[src/rtl/tcur_pkg.sv]
// Shared types and constants for the text terminal cursor engine.
// Holds character codes, the result record, the store-side state codes and sizing helpers.
// No dependencies.
`default_nettype none

package tcur_pkg;

  // Default screen geometry limits
  localparam int DEF_MAX_COLS = 128;
  localparam int DEF_MAX_ROWS = 64;

  // Configuration register widths and reset values
  localparam int CFG_COLS_W = 8;
  localparam int CFG_ROWS_W = 7;
  localparam logic [CFG_COLS_W-1:0] CFG_COLS_RESET = 8'd80;
  localparam logic [CFG_ROWS_W-1:0] CFG_ROWS_RESET = 7'd25;

  // Register indexes on the configuration port
  localparam logic REG_COLS = 1'b0;
  localparam logic REG_ROWS = 1'b1;

  // Control character codes
  localparam logic [7:0] CH_NUL       = 8'd0;
  localparam logic [7:0] CH_BACKSPACE = 8'd8;
  localparam logic [7:0] CH_TAB       = 8'd9;
  localparam logic [7:0] CH_NEWLINE   = 8'd10;

  // Cell written by backspace and by the scroll fill: space on attribute 0
  localparam logic [15:0] BLANK_ENTRY = 16'h0020;
  localparam logic [15:0] CLEAR_ENTRY = 16'h0000;

  // Queue depths
  localparam int CMD_Q_DEPTH = 4;
  localparam int OUT_Q_DEPTH = 2;

  // One result item
  typedef struct packed {
    logic        cell_written;
    logic [12:0] cell_index;
    logic [15:0] cell_entry;
    logic        scrolled;
    logic [6:0]  cursor_col;
    logic [5:0]  cursor_row;
  } result_t;

  // Status of the store side seen by the front
  typedef struct packed {
    logic clearing;
  } bk_status_t;

  // Store sequencer states
  typedef enum logic [1:0] {
    BK_CLEAR,
    BK_IDLE,
    BK_COPY,
    BK_BLANK
  } bk_state_t;

  // Width of one store command: write flag, scroll flag, index, entry, columns, rows
  function automatic int cmd_width(input int max_cols, input int max_rows);
    cmd_width = 2 + $clog2(max_cols * max_rows) + 16 + $clog2(max_cols + 1)
                + $clog2(max_rows + 1);
  endfunction

endpackage

`default_nettype wire

[src/rtl/tcur_fifo.sv]
// Small first-in first-out queue used for store commands and for finished results.
// Stand-alone; no package dependency.
`default_nettype none

module tcur_fifo #(
  parameter int W     = 8,
  parameter int DEPTH = 2
) (
  input  wire logic         clk,
  input  wire logic         rst_n,
  input  wire logic         push,
  input  wire logic [W-1:0] push_data,
  input  wire logic         pop,
  output logic              full,
  output logic              empty,
  output logic [W-1:0]      head_data
);

  localparam int PTR_W = (DEPTH > 1) ? $clog2(DEPTH) : 1;
  localparam int CNT_W = $clog2(DEPTH + 1);

  logic [W-1:0]     data_r [DEPTH];
  logic [PTR_W-1:0] wr_ptr_r, wr_ptr_nxt;
  logic [PTR_W-1:0] rd_ptr_r, rd_ptr_nxt;
  logic [CNT_W-1:0] count_r, count_nxt;
  logic             do_push, do_pop;

  assign full      = (count_r == CNT_W'(DEPTH));
  assign empty     = (count_r == '0);
  assign head_data = data_r[rd_ptr_r];
  assign do_push   = push & ~full;
  assign do_pop    = pop & ~empty;

  // Advance pointers and occupancy
  always_comb begin
    wr_ptr_nxt = wr_ptr_r;
    rd_ptr_nxt = rd_ptr_r;
    count_nxt  = count_r;
    if (do_push) begin
      wr_ptr_nxt = (wr_ptr_r == PTR_W'(DEPTH - 1)) ? '0 : wr_ptr_r + PTR_W'(1);
    end
    if (do_pop) begin
      rd_ptr_nxt = (rd_ptr_r == PTR_W'(DEPTH - 1)) ? '0 : rd_ptr_r + PTR_W'(1);
    end
    if (do_push && !do_pop) begin
      count_nxt = count_r + CNT_W'(1);
    end else if (do_pop && !do_push) begin
      count_nxt = count_r - CNT_W'(1);
    end
  end

  always_ff @(posedge clk) begin
    if (!rst_n) begin
      wr_ptr_r <= '0;
      rd_ptr_r <= '0;
      count_r  <= '0;
    end else begin
      wr_ptr_r <= wr_ptr_nxt;
      rd_ptr_r <= rd_ptr_nxt;
      count_r  <= count_nxt;
    end
  end

  // Hold payload
  always_ff @(posedge clk) begin
    if (do_push) begin
      data_r[wr_ptr_r] <= push_data;
    end
  end

endmodule

`default_nettype wire

[src/rtl/tcur_front.sv]
// Front of the terminal engine: takes items, moves the cursor and forms the result.
// Issues cell writes and scrolls to the store side as commands.
// Depends on tcur_pkg and tcur_fifo.
`default_nettype none

module tcur_front #(
  parameter int MAX_COLS = tcur_pkg::DEF_MAX_COLS,
  parameter int MAX_ROWS = tcur_pkg::DEF_MAX_ROWS
) (
  input  wire logic                                   clk,
  input  wire logic                                   rst_n,
  input  wire logic                                   in_valid,
  output logic                                        in_stall,
  input  wire logic [7:0]                             in_char_code,
  input  wire logic [7:0]                             in_attribute,
  input  wire logic [tcur_pkg::CFG_COLS_W-1:0]        cols_cfg,
  input  wire logic [tcur_pkg::CFG_ROWS_W-1:0]        rows_cfg,
  input  wire tcur_pkg::bk_status_t                   bk_status,
  input  wire logic                                   cmd_full,
  output logic                                        cmd_push,
  output logic [tcur_pkg::cmd_width(MAX_COLS, MAX_ROWS)-1:0] cmd_data,
  output logic                                        res_valid,
  input  wire logic                                   res_stall,
  output tcur_pkg::result_t                           res
);

  localparam int COL_W  = $clog2(MAX_COLS);
  localparam int ROW_W  = $clog2(MAX_ROWS);
  localparam int CNT_W  = $clog2(MAX_COLS + 1);
  localparam int RCNT_W = $clog2(MAX_ROWS + 1);
  localparam int IDX_W  = $clog2(MAX_COLS * MAX_ROWS);
  localparam int CE     = CNT_W + tcur_pkg::CFG_COLS_W;
  localparam int RE     = RCNT_W + tcur_pkg::CFG_ROWS_W;
  localparam int CW     = CNT_W + 1;
  localparam int RW     = RCNT_W + 1;
  localparam int TW     = COL_W + 1;
  localparam int PW     = ROW_W + CNT_W + 1;
  localparam int RES_W  = $bits(tcur_pkg::result_t);

  typedef struct packed {
    logic              do_write;
    logic              do_scroll;
    logic [IDX_W-1:0]  idx;
    logic [15:0]       entry;
    logic [CNT_W-1:0]  cols;
    logic [RCNT_W-1:0] rows;
  } cmd_t;

  logic [COL_W-1:0]  col_r, col_nxt;
  logic [ROW_W-1:0]  row_r, row_nxt;

  logic [CE-1:0]     cfg_c;
  logic [RE-1:0]     cfg_r;
  logic [CNT_W-1:0]  cols;
  logic [RCNT_W-1:0] rows;
  logic [COL_W-1:0]  col_s, pos_col;
  logic [ROW_W-1:0]  row_s, pos_row, nl_row;
  logic              last_row;
  logic [TW-1:0]     tab_col, inc_col;
  logic              tab_wrap, inc_wrap;
  logic              written, scr;
  logic [15:0]       entry;
  logic [PW-1:0]     prod;
  logic [IDX_W-1:0]  idx;
  logic [IDX_W+12:0] idx_ext;
  logic [COL_W+6:0]  col_ext;
  logic [ROW_W+5:0]  row_ext;
  logic              in_acc, res_full, res_empty;
  cmd_t              cmd;
  tcur_pkg::result_t res_new;
  logic [RES_W-1:0]  res_head;

  // Saturate the configured screen size
  always_comb begin
    cfg_c = CE'(cols_cfg);
    cfg_r = RE'(rows_cfg);
    if (cols_cfg == '0) begin
      cols = CNT_W'(1);
    end else if (cfg_c > CE'(MAX_COLS)) begin
      cols = CNT_W'(MAX_COLS);
    end else begin
      cols = cfg_c[CNT_W-1:0];
    end
    if (rows_cfg == '0) begin
      rows = RCNT_W'(1);
    end else if (cfg_r > RE'(MAX_ROWS)) begin
      rows = RCNT_W'(MAX_ROWS);
    end else begin
      rows = cfg_r[RCNT_W-1:0];
    end
  end

  // Clamp the cursor into the screen and prepare the moves
  always_comb begin
    col_s    = (CW'(col_r) >= CW'(cols)) ? COL_W'(cols - CNT_W'(1)) : col_r;
    row_s    = (RW'(row_r) >= RW'(rows)) ? ROW_W'(rows - RCNT_W'(1)) : row_r;
    last_row = (RW'(row_s) == (RW'(rows) - RW'(1)));
    nl_row   = last_row ? row_s : row_s + ROW_W'(1);
    tab_col  = (TW'(col_s) | TW'(3)) + TW'(1);
    inc_col  = TW'(col_s) + TW'(1);
    tab_wrap = (CW'(tab_col) >= CW'(cols));
    inc_wrap = (CW'(inc_col) >= CW'(cols));
  end

  // Classify the character and move the cursor
  always_comb begin
    written = 1'b0;
    scr     = 1'b0;
    entry   = '0;
    col_nxt = col_s;
    row_nxt = row_s;
    pos_col = col_s;
    pos_row = row_s;
    unique case (in_char_code)
      tcur_pkg::CH_NUL: begin
      end
      tcur_pkg::CH_TAB: begin
        if (tab_wrap) begin
          col_nxt = '0;
          row_nxt = nl_row;
          scr     = last_row;
        end else begin
          col_nxt = tab_col[COL_W-1:0];
        end
      end
      tcur_pkg::CH_BACKSPACE: begin
        if (col_s == '0) begin
          if (row_s != '0) begin
            col_nxt = COL_W'(cols - CNT_W'(1));
            row_nxt = row_s - ROW_W'(1);
          end
        end else begin
          col_nxt = col_s - COL_W'(1);
        end
        pos_col = col_nxt;
        pos_row = row_nxt;
        written = 1'b1;
        entry   = tcur_pkg::BLANK_ENTRY;
      end
      tcur_pkg::CH_NEWLINE: begin
        col_nxt = '0;
        row_nxt = nl_row;
        scr     = last_row;
      end
      default: begin
        written = 1'b1;
        entry   = {in_attribute, in_char_code};
        if (inc_wrap) begin
          col_nxt = '0;
          row_nxt = nl_row;
          scr     = last_row;
        end else begin
          col_nxt = inc_col[COL_W-1:0];
        end
      end
    endcase
  end

  // Cell index of the written cell
  always_comb begin
    prod    = PW'(pos_row) * PW'(cols) + PW'(pos_col);
    idx     = prod[IDX_W-1:0];
    idx_ext = {13'b0, idx};
    col_ext = {7'b0, col_nxt};
    row_ext = {6'b0, row_nxt};
  end

  // Form the result and the store command
  always_comb begin
    res_new.cell_written = written;
    res_new.cell_index   = written ? idx_ext[12:0] : 13'b0;
    res_new.cell_entry   = entry;
    res_new.scrolled     = scr;
    res_new.cursor_col   = col_ext[6:0];
    res_new.cursor_row   = row_ext[5:0];
    cmd.do_write  = written;
    cmd.do_scroll = scr;
    cmd.idx       = idx;
    cmd.entry     = entry;
    cmd.cols      = cols;
    cmd.rows      = rows;
  end

  // Accept while the store is ready and a result slot is free
  assign in_stall = bk_status.clearing | cmd_full | res_full;
  assign in_acc   = in_valid & ~in_stall;
  assign cmd_push = in_acc & (written | scr);
  assign cmd_data = cmd;

  // Cursor state
  always_ff @(posedge clk) begin
    if (!rst_n) begin
      col_r <= '0;
      row_r <= '0;
    end else if (in_acc) begin
      col_r <= col_nxt;
      row_r <= row_nxt;
    end
  end

  // Hold finished results until taken
  tcur_fifo #(
    .W     (RES_W),
    .DEPTH (tcur_pkg::OUT_Q_DEPTH)
  ) u_res_q (
    .clk       (clk),
    .rst_n     (rst_n),
    .push      (in_acc),
    .push_data (res_new),
    .pop       (res_valid & ~res_stall),
    .full      (res_full),
    .empty     (res_empty),
    .head_data (res_head)
  );

  assign res_valid = ~res_empty;
  assign res       = tcur_pkg::result_t'(res_head);

endmodule

`default_nettype wire

[src/rtl/tcur_back.sv]
// Back of the terminal engine: owns the cell store and carries out writes and scrolls.
// Clears the store after reset and copies rows one cell per cycle on a scroll.
// Depends on tcur_pkg.
`default_nettype none

module tcur_back #(
  parameter int MAX_COLS = tcur_pkg::DEF_MAX_COLS,
  parameter int MAX_ROWS = tcur_pkg::DEF_MAX_ROWS
) (
  input  wire logic                                          clk,
  input  wire logic                                          rst_n,
  input  wire logic                                          cmd_empty,
  input  wire logic [tcur_pkg::cmd_width(MAX_COLS, MAX_ROWS)-1:0] cmd_data,
  output logic                                               cmd_pop,
  output tcur_pkg::bk_status_t                               bk_status
);

  localparam int CNT_W  = $clog2(MAX_COLS + 1);
  localparam int RCNT_W = $clog2(MAX_ROWS + 1);
  localparam int IDX_W  = $clog2(MAX_COLS * MAX_ROWS);
  localparam int CT     = IDX_W + 1;
  localparam int MW     = CNT_W + RCNT_W + 1;
  localparam int CELLS  = MAX_COLS * MAX_ROWS;

  typedef struct packed {
    logic              do_write;
    logic              do_scroll;
    logic [IDX_W-1:0]  idx;
    logic [15:0]       entry;
    logic [CNT_W-1:0]  cols;
    logic [RCNT_W-1:0] rows;
  } cmd_t;

  logic [15:0] mem [CELLS];

  tcur_pkg::bk_state_t state_r, state_nxt;
  logic [CT-1:0]    cnt_r, cnt_nxt;
  logic [CT-1:0]    moved_r, moved_nxt;
  logic [CT-1:0]    end_r, end_nxt;
  logic [CNT_W-1:0] cols_r, cols_nxt;
  logic             pend_r, pend_nxt;
  logic [IDX_W-1:0] pend_addr_r, pend_addr_nxt;
  logic [15:0]      rd_data_r;

  cmd_t             cmd;
  logic [MW-1:0]    area;
  logic [CT-1:0]    rd_sum;
  logic             mem_we;
  logic [IDX_W-1:0] mem_waddr, mem_raddr;
  logic [15:0]      mem_wdata;

  assign cmd = cmd_t'(cmd_data);
  assign bk_status.clearing = (state_r == tcur_pkg::BK_CLEAR);

  // Sequence the clear after reset, store writes, row copies and the blank fill
  always_comb begin
    state_nxt     = state_r;
    cnt_nxt       = cnt_r;
    moved_nxt     = moved_r;
    end_nxt       = end_r;
    cols_nxt      = cols_r;
    pend_nxt      = 1'b0;
    pend_addr_nxt = pend_addr_r;
    cmd_pop       = 1'b0;
    mem_we        = 1'b0;
    mem_waddr     = cnt_r[IDX_W-1:0];
    mem_wdata     = tcur_pkg::CLEAR_ENTRY;
    area          = MW'(cmd.rows) * MW'(cmd.cols);
    rd_sum        = cnt_r + CT'(cols_r);
    mem_raddr     = rd_sum[IDX_W-1:0];
    unique case (state_r)
      tcur_pkg::BK_CLEAR: begin
        mem_we  = 1'b1;
        cnt_nxt = cnt_r + CT'(1);
        if (cnt_r == CT'(CELLS - 1)) begin
          state_nxt = tcur_pkg::BK_IDLE;
        end
      end
      tcur_pkg::BK_IDLE: begin
        if (!cmd_empty) begin
          cmd_pop = 1'b1;
          if (cmd.do_write) begin
            mem_we    = 1'b1;
            mem_waddr = cmd.idx;
            mem_wdata = cmd.entry;
          end
          if (cmd.do_scroll) begin
            end_nxt   = area[CT-1:0];
            moved_nxt = area[CT-1:0] - CT'(cmd.cols);
            cols_nxt  = cmd.cols;
            cnt_nxt   = '0;
            state_nxt = tcur_pkg::BK_COPY;
          end
        end
      end
      tcur_pkg::BK_COPY: begin
        // drain the copy fetched last cycle
        if (pend_r) begin
          mem_we    = 1'b1;
          mem_waddr = pend_addr_r;
          mem_wdata = rd_data_r;
        end
        if (cnt_r < moved_r) begin
          pend_nxt      = 1'b1;
          pend_addr_nxt = cnt_r[IDX_W-1:0];
          cnt_nxt       = cnt_r + CT'(1);
        end else begin
          state_nxt = tcur_pkg::BK_BLANK;
        end
      end
      tcur_pkg::BK_BLANK: begin
        mem_we    = 1'b1;
        mem_wdata = tcur_pkg::BLANK_ENTRY;
        cnt_nxt   = cnt_r + CT'(1);
        if ((cnt_r + CT'(1)) == end_r) begin
          state_nxt = tcur_pkg::BK_IDLE;
        end
      end
      default: begin
        state_nxt = tcur_pkg::BK_IDLE;
      end
    endcase
  end

  // Sequencer registers
  always_ff @(posedge clk) begin
    if (!rst_n) begin
      state_r <= tcur_pkg::BK_CLEAR;
      cnt_r   <= '0;
      pend_r  <= 1'b0;
    end else begin
      state_r <= state_nxt;
      cnt_r   <= cnt_nxt;
      pend_r  <= pend_nxt;
    end
  end

  always_ff @(posedge clk) begin
    moved_r     <= moved_nxt;
    end_r       <= end_nxt;
    cols_r      <= cols_nxt;
    pend_addr_r <= pend_addr_nxt;
  end

  // Cell store: one write port, one registered read port
  always_ff @(posedge clk) begin
    if (mem_we) begin
      mem[mem_waddr] <= mem_wdata;
    end
    rd_data_r <= mem[mem_raddr];
  end

endmodule

`default_nettype wire

[src/rtl/text_terminal_cursor_engine_top.sv]
// Text terminal cursor engine, top level. Each accepted item's result is registered in a result queue.
// Throughput: one item per cycle while no stall holds the input; a scroll keeps the store
// sequencer busy, and items stall once the 4-entry command queue fills behind it.
// Reset: synchronous, active low; the cursor goes to 0,0, the registers to 80 columns and
// 25 rows, then a clearing pass over all MAX_COLS*MAX_ROWS cells zeroes the store, no items taken.
`default_nettype none

module text_terminal_cursor_engine_top #(
  parameter int MAX_COLS = tcur_pkg::DEF_MAX_COLS,
  parameter int MAX_ROWS = tcur_pkg::DEF_MAX_ROWS
) (
  input  wire logic        clk,
  input  wire logic        rst_n,
  // input items
  input  wire logic        in_valid,
  output logic             in_stall,
  input  wire logic [7:0]  in_char_code,
  input  wire logic [7:0]  in_attribute,
  // result items
  output logic             out_valid,
  input  wire logic        out_stall,
  output logic             out_cell_written,
  output logic [12:0]      out_cell_index,
  output logic [15:0]      out_cell_entry,
  output logic             out_scrolled,
  output logic [6:0]       out_cursor_col,
  output logic [5:0]       out_cursor_row,
  // configuration
  input  wire logic        psel,
  input  wire logic        penable,
  input  wire logic        pwrite,
  input  wire logic [2:0]  paddr,
  input  wire logic [31:0] pwdata,
  output logic [31:0]      prdata,
  output logic             pready
);

  localparam int CMD_W = tcur_pkg::cmd_width(MAX_COLS, MAX_ROWS);

  logic [tcur_pkg::CFG_COLS_W-1:0] cols_cfg_r;
  logic [tcur_pkg::CFG_ROWS_W-1:0] rows_cfg_r;
  logic                 cfg_wr;
  logic                 cmd_push, cmd_pop, cmd_full, cmd_empty;
  logic [CMD_W-1:0]     cmd_wdata, cmd_rdata;
  tcur_pkg::bk_status_t bk_status;
  tcur_pkg::result_t    res;

  // Configuration registers
  assign pready = 1'b1;
  assign cfg_wr = psel & penable & pwrite & pready;

  always_ff @(posedge clk) begin
    if (!rst_n) begin
      cols_cfg_r <= tcur_pkg::CFG_COLS_RESET;
      rows_cfg_r <= tcur_pkg::CFG_ROWS_RESET;
    end else if (cfg_wr) begin
      unique case (paddr[2])
        tcur_pkg::REG_COLS: cols_cfg_r <= pwdata[tcur_pkg::CFG_COLS_W-1:0];
        tcur_pkg::REG_ROWS: rows_cfg_r <= pwdata[tcur_pkg::CFG_ROWS_W-1:0];
        default: begin
        end
      endcase
    end
  end

  // Register readback
  always_comb begin
    unique case (paddr[2])
      tcur_pkg::REG_COLS: prdata = {24'b0, cols_cfg_r};
      tcur_pkg::REG_ROWS: prdata = {25'b0, rows_cfg_r};
      default:            prdata = '0;
    endcase
  end

  tcur_front #(
    .MAX_COLS (MAX_COLS),
    .MAX_ROWS (MAX_ROWS)
  ) u_front (
    .clk          (clk),
    .rst_n        (rst_n),
    .in_valid     (in_valid),
    .in_stall     (in_stall),
    .in_char_code (in_char_code),
    .in_attribute (in_attribute),
    .cols_cfg     (cols_cfg_r),
    .rows_cfg     (rows_cfg_r),
    .bk_status    (bk_status),
    .cmd_full     (cmd_full),
    .cmd_push     (cmd_push),
    .cmd_data     (cmd_wdata),
    .res_valid    (out_valid),
    .res_stall    (out_stall),
    .res          (res)
  );

  // Store commands between front and back
  tcur_fifo #(
    .W     (CMD_W),
    .DEPTH (tcur_pkg::CMD_Q_DEPTH)
  ) u_cmd_q (
    .clk       (clk),
    .rst_n     (rst_n),
    .push      (cmd_push),
    .push_data (cmd_wdata),
    .pop       (cmd_pop),
    .full      (cmd_full),
    .empty     (cmd_empty),
    .head_data (cmd_rdata)
  );

  tcur_back #(
    .MAX_COLS (MAX_COLS),
    .MAX_ROWS (MAX_ROWS)
  ) u_back (
    .clk       (clk),
    .rst_n     (rst_n),
    .cmd_empty (cmd_empty),
    .cmd_data  (cmd_rdata),
    .cmd_pop   (cmd_pop),
    .bk_status (bk_status)
  );

  // Result fields
  assign out_cell_written = res.cell_written;
  assign out_cell_index   = res.cell_index;
  assign out_cell_entry   = res.cell_entry;
  assign out_scrolled     = res.scrolled;
  assign out_cursor_col   = res.cursor_col;
  assign out_cursor_row   = res.cursor_row;

endmodule

`default_nettype wire

[config.mk]
export PLATFORM = sky130hd
export DESIGN_NAME = text_terminal_cursor_engine_top
export DESIGN_NICKNAME = d
export VERILOG_FILES = /design/src/rtl/tcur_pkg.sv /design/src/rtl/tcur_fifo.sv /design/src/rtl/tcur_front.sv /design/src/rtl/tcur_back.sv /design/src/rtl/text_terminal_cursor_engine_top.sv
export SDC_FILE = /design/constraint.sdc
export NUM_CORES = 1
export LEC_CHECK = 0
export BUFFER_PORTS_ARGS = -buffer_cell sky130_fd_sc_hd__clkbuf_2
export CORE_AREA = 5 5 193 195
export DETAILED_ROUTE_END_ITERATION = 8
export DIE_AREA = 0 0 198 200
export PLACE_DENSITY = 0.66
export SYNTH_ARGS = -nofsm -noshare
export SYNTH_HDL_FRONTEND = slang
export SYNTH_SLANG_ARGS = --single-unit
export TNS_END_PERCENT = 5
[constraint.sdc]
create_clock -name clk -period 24.9 [get_ports clk]
set_input_delay 6.225 -clock clk [delete_from_list [all_inputs] [get_ports clk]]
set_output_delay 6.225 -clock clk [all_outputs]
set_load 0.02 [all_outputs]
==> results of run 1 <==
==> power by group <==
part | internal, mW | switching, mW
registers | 0.499 | 0.0284
logic | 0.337 | 0.487
clock network | 0.260 | 0.156
==> final cells by class <==
cell class / count / area [um^2]
fillers: 3186 / 16860
multi-input cells: 1163 / 9238
flip-flops and latches: 238 / 6568
clock buffers: 34 / 700.7
well taps: 461 / 576.8
inverters: 149 / 559.3
repair buffers: 94 / 493.0
clock inverters: 14 / 230.2
==> sequential cells by signal (all words and copies together), names as in the netlist, named ones only <==
name	flops
cols_cfg_r	8
rows_cfg_r	7
u_back.cnt_r	14
u_back.end_r	14
u_back.moved_r	14
u_back.state_r	2
u_cmd_q.count_r	3
u_cmd_q.data_r	64
u_cmd_q.rd_ptr_r	2
u_cmd_q.wr_ptr_r	2
u_front.col_r	7
u_front.row_r	6
u_front.u_res_q.count_r	2
u_front.u_res_q.data_r	88
u_front.u_res_q.rd_ptr_r	1
u_front.u_res_q.wr_ptr_r	1
==> layer usage <==
metal,wire [um],share of wire (%),vias to the layer above,track usage [%]
met3,2407,6.4,38,2.887
met1,17550,47,5785,27.35
met4,591,1.6,0,4.030
met2,17020,45,338,30.13
li1,-,-,5788,-
met5,0,0,-,0
==> how the worst max path moves through the flow <==
stage	end	slack [ns]
after detailed placement	u_front.u_res_q.data_r[1][42]	11.34
final	prdata[3]	11.70
after global routing	u_front.u_res_q.data_r[1][42]	11.38
after global placement	u_front.u_res_q.data_r[0][42]	11.41
after CTS	prdata[5]	11.70
after floorplan	prdata[0]	11.72
==> synthesized netlist by cell type (7+ instances only) <==
library cell,count
a21boi_0,16
a21o_1,21
a21oi_1,58
a221o_1,8
a31oi_1,7
a32o_1,12
and2_1,37
and3_1,16
and3b_1,10
buf_4,27
clkbuf_1,55
dfxtp_1,58
edfxtp_1,180
fa_1,58
ha_1,134
inv_1,147
mux2_2,55
mux2i_1,17
mux4_2,16
nand2_1,146
nand2b_1,32
nand3_1,26
nand4_1,9
nor2_1,103
nor2b_1,31
nor3_1,22
nor4_1,11
o211ai_1,9
o21a_1,10
o21ai_0,67
or3_1,14
xnor2_1,57
xor2_1,26
==> stage by stage <==
step | setup WS, ns | std cells
floorplan | 11.72 | 1638
global placement | 11.41 | 2105
detailed placement | 11.34 | 2105
CTS | 11.70 | 2153
global route | 11.38 | 2153
finish | 11.70 | 2153
==> worst register-to-register path: cells and delay by family, from the launching register on <==
family / cells / cell delay (ns)
AOI/OAI and AO/OA: 12 / 3.91
adders and majority gates: 8 / 3.53
and+or+nand+nor: 12 / 2.16
buffers and inverters: 6 / 1.10
DFF: 1 / 0.80
xor gates and xnor gates: 1 / 0.16
muxes: 1 / 0.13
==> logic make-up (layout without fill, tap and decap cells) <==
family                     Yosys count  after routing  share of synthesized area (%)
and+or+nand+nor                    486            486                          14.62
DFF                                238            238                          39.31
other                                2             25                        0.04496
adders and majority gates          192            192                          16.99
muxes                               88             88                          6.883
buffers and inverters              237            291                          5.962
xor gates and xnor gates            83             83                          4.352
AOI/OAI and AO/OA                  289            289                          11.84
==> results.md, run 1 <==
* Status: completed
* Core Util, Final at a little over half
* Pleak at approximately 7.8 nW
* Layout cells sized above 1 at between 10% and 20%
* TritonCTS buffer count at 26
* NumNets Final at around 1900
* R2R cell count at 40
* RSZ-0062 raised after global routing: false
* Largest cells by area after synthesis: edfxtp_1 (32%), ha_1 (10%), dfxtp_1 (7.0%)
* Synth Cell Area at around 17000 um^2
* Mapped Cells at approximately 1600
* EDFF count, synth at between 150 and 200
* Critical Path Stages at 3
* FF+latch count, synth at 238
* CTS Sinks at about 240
* Setup Buffers After CTS at 0
* Worst hold path type: reg2reg
* Initial cell density of the core at around 47%
* Commonest non-fill, non-tap cell in the layout: edfxtp_1
* Cell taking the most area after synthesis: edfxtp_1
* Clk slew on worst S/H paths at about 0.06 ns
* Netlist cell types at 77
* Placer's final routability congestion estimate at roughly 0.95
* Crit path kind: in2out
* Clock Latency Late Sink at ~0.54 ns
* CP delay by family, top: buffers and inverters
* Cts hold-fix bufs at 0
* Setup TNS at 0 ns
* ANT cells at 0
* Via/cell ratio at between 5 and 6
* Post-Layout Inst Area at around 18000 um^2
* Final hold vios at 0
* Area after DPL at roughly 17000 um^2
* H-tree levels at 1
* GRT Util Overall at 18.80%
* R2R Path Start: cols_cfg_r[7]
* Final setup fails at 0
* Worst-Margin Slew at roughly 1.2 ns
* First-pass GRT wire length at 60890 um
* Async set-or-reset flop fraction in the synthesized netlist at 0%
* CP most frequent cell: clkbuf_2
* Worst Setup SP: paddr[2]
* Top_reg_cell synth: edfxtp_1
* Relative slew slack at between 20 and 25%
* WL final at 37570 um
* Vias in the first global route at ~12000
* Critical-path top delay cell: mux2_2
* Req. time, crit path at ~19 ns
* Most frequent cells in the layout: edfxtp_1 (180), inv_1 (147), nand2_1 (146)
* Area of the core at between 30000 and 40000 um^2
* Worst vdd ir at 0.00007909 V
* Global route overflow at 0
* Syn. warnings at 0
* Layout Area Growth over Synthesis at 9.939%
* DRC at 0
* Hold WS at 0.5008 ns
* Hold Crit Endpoint: u_cmd_q.rd_ptr_r[1]
* Post-detail-place hpwl at about 28000 um
* Crit path max fanout at 11
* Clk root buf: clkbuf_16
* CTS tree: built
* Chip Height at around 200 um
* Die width at around 200 um
* CP bufs+invs at 2
* Crit-path cells: clkbuf_2 -> mux2_2 -> clkbuf_2
* Remaining antenna violation count at 0
* Avg Inst Size Synth at 10.34 um^2
* R2r setup slk at 12.89 ns
* Buffers on Ports at 85
* Fin crit share at between 50 and 60%
* Crit end category: output port
* Antenna violations before repair at 0
* Critical path arrival at between 6 and 7 ns
* Max stage delay on crit path at 0.37 ns
* Sequential area share after synthesis at between 30% and 40%
* FF-to-FF End: u_front.u_res_q.data_r[0][42]
* Fmax at ~76 MHz
* Final Max Tran Viols at 0
* I/O pin total at approximately 140
* Max clock buf depth at 3
* Routed length per placed instance at roughly 17 um
* Total Power at about 1.8 mW
* Post_cts resized at 0
* First DRT Iteration DRCs at about 700
* Die Footprint at roughly 40000 um^2
* Synth top area share at about 32%
* Power Dens Cells at 96.24 nW/um^2
* Clk_skew at between 0.01 and 0.015 ns
* Hold Crit Depth at 2
* DRT Pass-1 Iters at 5
* Via count at approximately 12000
* Hold path start: u_cmd_q.rd_ptr_r[1]
* Max-Cap Viols at 0
* Final min period at about 13 ns
* Worst setup SP type: input port
* Largest net degree at the start of global routing at 72
* Row count at between 60 and 70
Power figures use the tool's default switching activity.
==> run 2: changes to the inputs <==
Settings changed: PLACE_DENSITY 0.66 to 0.68.
Clock period 24.9 ns to 11.5 ns, I/O delays scaled along.
==> run 2 against run 1 <==
Non-clock buffer count is 19 higher. Critical path depth rose by 35. Die area is the same. Global-route usage up 0.52 points. Clock power increased by 120%. Sequential share of layout area decreased by 0.31 points.
==> results.md, run 2 (same netlist as run 1, synthesis figures left out) <==
* Flip-flop count of the largest register, all copies and words added at 88 (unchanged)
* ANT cells at 0 (unchanged)
* Relative slew slack at 23.00% (was 20.68%)
* Biggest regs: u_front.u_res_q.data_r x88, u_cmd_q.data_r x64 (unchanged)
* Post-detail-place hpwl at 29120 um (was 28040 um)
* NumNets Final at 1941 (was 1922)
* Via count at 12095 (was 11949)
* Max stage delay on crit path at 0.52 ns (was 0.37 ns)
* Remaining antenna violation count at 0 (unchanged)
* CTS tree: built (unchanged)
* Seq pwr share at 29.0% (was 29.8%)
* Placement Setup Slack at 1.450 ns (was 11.34 ns)
* Most frequent cells in the layout: edfxtp_1 (180), inv_1 (147), nand2_1 (146) (unchanged)
* Post_cts resized at 0 (unchanged)
* Clk_skew at 0.02907 ns (was 0.01472 ns)
* Chip Height at 200 um (unchanged)
* Worst-Margin Slew at 1.155 ns (was 1.190 ns)
* Int Pwr at 2.391 mW (was 1.096 mW)
* Max Used Layer: met4 (unchanged)
* Status: completed (unchanged)
* I/O pin total at 137 (unchanged)
* Metal-1 WL at 17810 um (was 17550 um)
* Req. time, crit path at 11.79 ns (was 18.67 ns)
* CTS Sinks at 238 (unchanged)
* Combinational power share at 47.4% (was 46.6%)
* Filler cell count at 3098 (was 3186)
* Max-Cap Viols at 0 (unchanged)
* H-tree levels at 1 (unchanged)
* Setup TNS at 0 ns (unchanged)
* Worst hold path type: reg2reg (unchanged)
* Metal2 WL at 17260 um (was 17020 um)
* WL final at 38370 um (was 37570 um)
* Area of the multi-input gates at 9238 um^2 (unchanged)
* GRT Util Overall at 19.32% (was 18.80%)
* Clk root buf: clkbuf_16 (unchanged)
* Critical path arrival at 10.54 ns (was 6.98 ns)
* Largest net degree at the start of global routing at 72 (unchanged)
* Final min period at 10.25 ns
* TritonCTS buffer count at 26 (unchanged)
* Final Max Tran Viols at 0 (unchanged)
* Layout Area Growth over Synthesis at 10.91% (was 9.939%)
* Setup Buffers After CTS at 0 (unchanged)
* Clk slew on worst S/H paths at 0.06 ns (about the same)
* Sequential Area at 6568 um^2 (unchanged)
* Worst vdd ir at 0.0001564 V (was 0.00007909 V)
* Crit path kind: reg2reg (was in2out)
* Cts hold-fix bufs at 0 (unchanged)
* Vias in the first global route at 12184 (was 11765)
* PnR worst setup slack at 1.249 ns (was 11.70 ns)
* Fmax at between 90 and 100 MHz
* Commonest non-fill, non-tap cell in the layout: edfxtp_1 (unchanged)
* Area of the core at 35220 um^2 (unchanged)
* DRC at 0 (unchanged)
* Core Util, Final at 52.60% (was 52.14%)
* Max clock buf depth at 3 (unchanged)
* Reg with most FFs: u_front.u_res_q.data_r (unchanged)
* Buffers on Ports at 85 (unchanged)
* Sw Pwr at 1.492 mW (was 0.6715 mW)
* Crit path max fanout at 16 (was 11)
* Final setup fails at 0 (unchanged)
* RSZ-0062 raised after global routing: false (unchanged)
* Die width at 198 um (unchanged)
* Via/cell ratio at 5.569 (was 5.550)
* Die Footprint at 39600 um^2 (unchanged)
* Global route overflow at 0 (unchanged)
* First DRT Iteration DRCs at 912 (was 698)
* First-pass GRT wire length at 62910 um (was 60890 um)
* Routed length per placed instance at 17.66 um (was 17.45 um)
* Fin crit share at 89.14%
* DRT Pass-1 Iters at 5 (unchanged)
* Initial cell density of the core at 47.42% (unchanged)
* Worst setup SP type: flop (was input port)
* Pleak at 7.927 nW (was 7.839 nW)
* Power Dens Cells at 209.6 nW/um^2 (was 96.24 nW/um^2)
* Met3 WL post-DR at 2512 um (was 2407 um)
* Critical-path top delay cell: fa_1 (was mux2_2)
* Layout cells sized above 1 at 14.32% (was 13.30%)
* Crit end category: flop (was output port)
* Clk pwr share at 23.6% (was 23.5%)
* Clock Latency Late Sink at 0.54 ns (about the same)
* Antenna violations before repair at 0 (unchanged)
* Final hold vios at 0 (unchanged)
* Switching share of power at 38.42% (was 38.00%)
* Placer's final routability congestion estimate at 0.9941 (was 0.9465)
* Row count at 69 (unchanged)
==> run 2: cell count changes in the layout (fill, tap and decap cells not counted), sizes merged <==
| cell | before | now |
|---|---|---|
| inv | 148 | 150 |
| clkbuf | 119 | 117 |
| buf | 9 | 28 |
| clkinvlp | 0 | 2 |
| clkinv | 9 | 7 |
==> run 2: layout make-up <==
cell class	count	area share [%]
repair buffers	113	3.431
clock inverters	16	1.384
multi-input cells	1163	49.86
flip-flops and latches	238	35.45
inverters	149	3.019
clock buffers	32	3.748
well taps	461	3.113
==> run 2: worst paths after layout <==
check                    startpoint                            end  slack (ns)  cells past startpoint
setup reg to reg      cols_cfg_r[7]  u_front.u_res_q.data_r[0][42]        1.25                     38
hold reg to reg   u_back.state_r[1]              u_back.state_r[1]        0.51                      2
setup / recovery      cols_cfg_r[7]  u_front.u_res_q.data_r[0][42]        1.25                     38
hold / removal    u_back.state_r[1]              u_back.state_r[1]        0.51                      2
==> run 2: critical path: cells and delay by family, from the launching register on <==
family | cells | cell delay (ns)
simple gates | 10 | 2.24
xor+xnor | 1 | 0.09
mux | 2 | 0.55
fa+ha+maj | 8 | 3.36
buf+inv | 5 | 0.71
flops | 1 | 0.32
compound gates | 12 | 2.72
==> run 2: power by group through the flow <==
stage               clock network [mW]  logic, mW  registers, mW
floorplan                            0       1.42           1.12
global placement                     0       1.78           1.14
detailed placement                   0       1.83           1.14
CTS                              0.933       1.84           1.13
global route                     0.969       2.08           1.13
finish                           0.917       1.84           1.13
==> run 2: metal layers <==
| layer | vias up | GRT usage (%) |
|---|---|---|
| met1 | 5836 | 28.04 |
| met2 | 371 | 30.93 |
| li1 | 5825 | - |
| met3 | 63 | 2.652 |
| met4 | 0 | 4.846 |
| met5 | - | 0 |
==> run 2: metrics by stage <==
stage	cells	total power [mW]	hold WS [ns]	instance area, um^2
floorplan	1638	2.542	0.4630	16790
global placement	2124	2.920	0.4853	17580
global route	2172	4.184	0.5430	18530
finish	2172	3.883	0.5102	18530
detailed placement	2124	2.970	0.5091	17580
CTS	2172	3.898	0.5185	18530
==> run 3: changes to the inputs <==
Settings changed: CORE_AREA 5 5 193 195 to 5 5 219 221, DIE_AREA 0 0 198 200 to 0 0 224 226, PLACE_DENSITY 0.68 to 0.67, SYNTH_HIERARCHICAL from default to 1.
==> run 3 against run 2 <==
Final area is 2.3% higher. Fmax fell by 3.0%. Clock skew down 0.0067 ns. Final cell count is 7.5% higher. Largest power group is now sequential cells. Combinational power fell by 96%. Via count rose by 1.7%. Die area rose by 28%. Register-to-register slack worse by 0.32 ns. Routed wire length up 5.3%. First-iteration DRC count shrank 2.9%.
==> results.md, run 3 <==
* Clock Latency Late Sink at 0.57 ns (was 0.54 ns)
* Fin crit share at 91.93% (was 89.14%)
* Setup TNS at 0 ns (unchanged)
* Flip-flop count of the largest register, all copies and words added at 88 (unchanged)
* Via/cell ratio at 5.272 (was 5.569)
* Sequential Area at 6568 um^2 (unchanged)
* Remaining antenna violation count at 0 (unchanged)
* Clk slew on worst S/H paths at 0.07 ns (was 0.06 ns)
* CP most frequent cell: fa_1
* Most frequent cells in the layout: edfxtp_1 (180), inv_1 (148), ha_1 (133) (was edfxtp_1 (180), inv_1 (147), nand2_1 (146))
* Critical path arrival at 10.88 ns (was 10.54 ns)
* Global route overflow at 0 (unchanged)
* Hold WS at 0.5054 ns (was 0.5102 ns)
* Worst Setup SP: rows_cfg_r[4] (was cols_cfg_r[7])
* Cts hold-fix bufs at 0 (unchanged)
* Max clock buf depth at 3 (unchanged)
* Layout Area Growth over Synthesis at 10.60% (was 10.91%)
* RSZ-0062 raised after global routing: false (unchanged)
* DRC at 0 (unchanged)
* Row count at 79 (was 69)
* Chip Height at 226 um (was 200 um)
* Synth Cell Area at 17140 um^2 (was 16700 um^2)
* Initial cell density of the core at 37.30% (was 47.42%)
* Power Dens Cells at 100.1 nW/um^2 (was 209.6 nW/um^2)
* H-tree levels at 1 (unchanged)
* Routed length per placed instance at 17.31 um (was 17.66 um)
* Crit path max fanout at 9 (was 16)
* NumNets Final at 1955 (was 1941)
* First DRT Iteration DRCs at 886 (was 912)
* Worst hold path type: reg2reg (unchanged)
* Worst-Margin Slew at 1.142 ns (was 1.155 ns)
* Crit end category: flop (unchanged)
* First-pass GRT wire length at 64900 um (was 62910 um)
* CP delay by family, top: compound AO/OA/AOI/OAI gates (was adder cells)
* DRT Pass-1 Iters at 6 (was 5)
* Antenna violations before repair at 0 (unchanged)
* WL final at 40410 um (was 38370 um)
* R2r setup slk at 0.93 ns (was 1.25 ns)
* Worst vdd ir at 0.0001113 V (was 0.0001564 V)
* Vias in the first global route at 12203 (was 12184)
* I/O pin total at 137 (unchanged)
* CTS tree: built (unchanged)
* CP bufs+invs at 3 (was 5)
* Status: completed (unchanged)
* Reg with most FFs: u_front/u_res_q/data_r (was u_front.u_res_q.data_r)
* Layout cells sized above 1 at 15.46% (was 14.32%)
* Clk root buf: clkbuf_16 (unchanged)
* Max-Cap Viols at 0 (unchanged)
* ANT cells at 0 (unchanged)
* Hold Crit Depth at 2 (unchanged)
* Final setup fails at 0 (unchanged)
* Crit path kind: reg2reg (unchanged)
* GRT Util Overall at 15.60% (was 19.32%)
* Area of the core at 45960 um^2 (was 35220 um^2)
* Mapped Cells at 1635 (was 1615)
* Commonest non-fill, non-tap cell in the layout: edfxtp_1 (unchanged)
* Max stage delay on crit path at 0.60 ns (was 0.52 ns)
* Worst setup SP type: flop (unchanged)
* Avg Inst Size Synth at 10.49 um^2 (was 10.34 um^2)
* Critical Path End: u_front/u_res_q/data_r[0][42] (was u_front.u_res_q.data_r[0][42])
* R2R cell count at 32 (was 38)
* Biggest regs: u_front/u_res_q/data_r x88, u_cmd_q/data_r x64 (was u_front.u_res_q.data_r x88, u_cmd_q.data_r x64)
* Syn. warnings at 6 (was 0)
* Area of the multi-input gates at 9583 um^2 (was 9238 um^2)
* Relative slew slack at 23.88% (was 23.00%)
* Via count at 12304 (was 12095)
* Clk_skew at 0.02234 ns (was 0.02907 ns)
* Critical-path top delay cell: a21oi_1 (was fa_1)
* Req. time, crit path at 11.81 ns (was 11.79 ns)
* Final hold vios at 0 (unchanged)
* Largest net degree at the start of global routing at 75 (was 72)
* R2R Path Start: rows_cfg_r[4] (was cols_cfg_r[7])
* Final Max Tran Viols at 0 (unchanged)
* Total Power at 1.899 mW (was 3.883 mW)
* TritonCTS buffer count at 27 (was 26)
* Pleak at 8.062 nW (was 7.927 nW)
* Die width at 224 um (was 198 um)
* Post-detail-place hpwl at 30350 um (was 29120 um)
* Post_cts resized at 0 (unchanged)
* Buffers on Ports at 85 (unchanged)
* Setup Buffers After CTS at 0 (unchanged)
* Fmax at 94.59 MHz (was 97.55 MHz)
* Critical Path Stages at 32 (was 38)
* Placer's final routability congestion estimate at 0.9348 (was 0.9941)
* CTS Sinks at 238 (unchanged)
* Die Footprint at 50620 um^2 (was 39600 um^2)
* Filler cell count at 4424 (was 3098)
* FF-to-FF End: u_front/u_res_q/data_r[0][42] (was u_front.u_res_q.data_r[0][42])
* Final min period at 10.57 ns (was 10.25 ns)
## run 3: stage by stage
stage	area [um^2]	worst slack, ns	utilization, %	std cells
6_report	18960	0.9285	41.25	2334
5_1_grt	18960	0.1471	41.25	2334
4_1_cts	18960	0.9353	41.25	2334
3_5_place_dp	18010	1.018	39.19	2284
3_3_place_gp	18010	1.131	39.19	2284
2_1_floorplan	17230	2.009	-	1658
## run 3: power breakdown
group / internal [mW] / switching [mW]
Combinational: 0.0238 / 0.0477
Sequential: 0.918 / 0.00426
Clock: 0.536 / 0.369
Total: 1.48 / 0.421
## run 3: worst register-to-register path: cells and delay by family, from the launching register on
kind / cells / cell delay, ns
xor gates and xnor gates: 1 / 0.39
and+or+nand+nor: 10 / 2.70
adders and majority gates: 7 / 3.06
DFF: 1 / 0.38
AOI/OAI and AO/OA: 11 / 3.62
buffers and inverters: 3 / 0.17
## run 3: worst min-delay path by stage
stage	start	to	slack, ns
4_1_cts	u_back/state_r[1]	u_back/state_r[1]	0.51
5_1_grt	u_back/state_r[1]	u_back/state_r[1]	0.52
3_5_place_dp	u_back/state_r[1]	u_back/state_r[1]	0.50
6_report	u_back/state_r[1]	u_back/state_r[1]	0.51
2_1_floorplan	rows_cfg_r[6]	rows_cfg_r[6]	0.44
3_3_place_gp	u_cmd_q/wr_ptr_r[1]	u_cmd_q/wr_ptr_r[1]	0.48
## run 3: final cells by class
class	instances	area share [%]
clock buffers	35	3.939
clock inverters	15	1.076
inverters	152	3.009
multi-input cells	1188	50.54
flip-flops and latches	238	34.64
well taps	607	4.005
repair buffers	99	2.798
## run 3: per-layer routing
layer | global-route usage (%) | vias to the layer above | routed length (um)
met4 | 3.340 | 0 | 807
li1 | - | 5926 | -
met1 | 21.29 | 6066 | 18170
met2 | 26.73 | 264 | 19610
met3 | 2.028 | 48 | 1817
met5 | 0 | - | 0
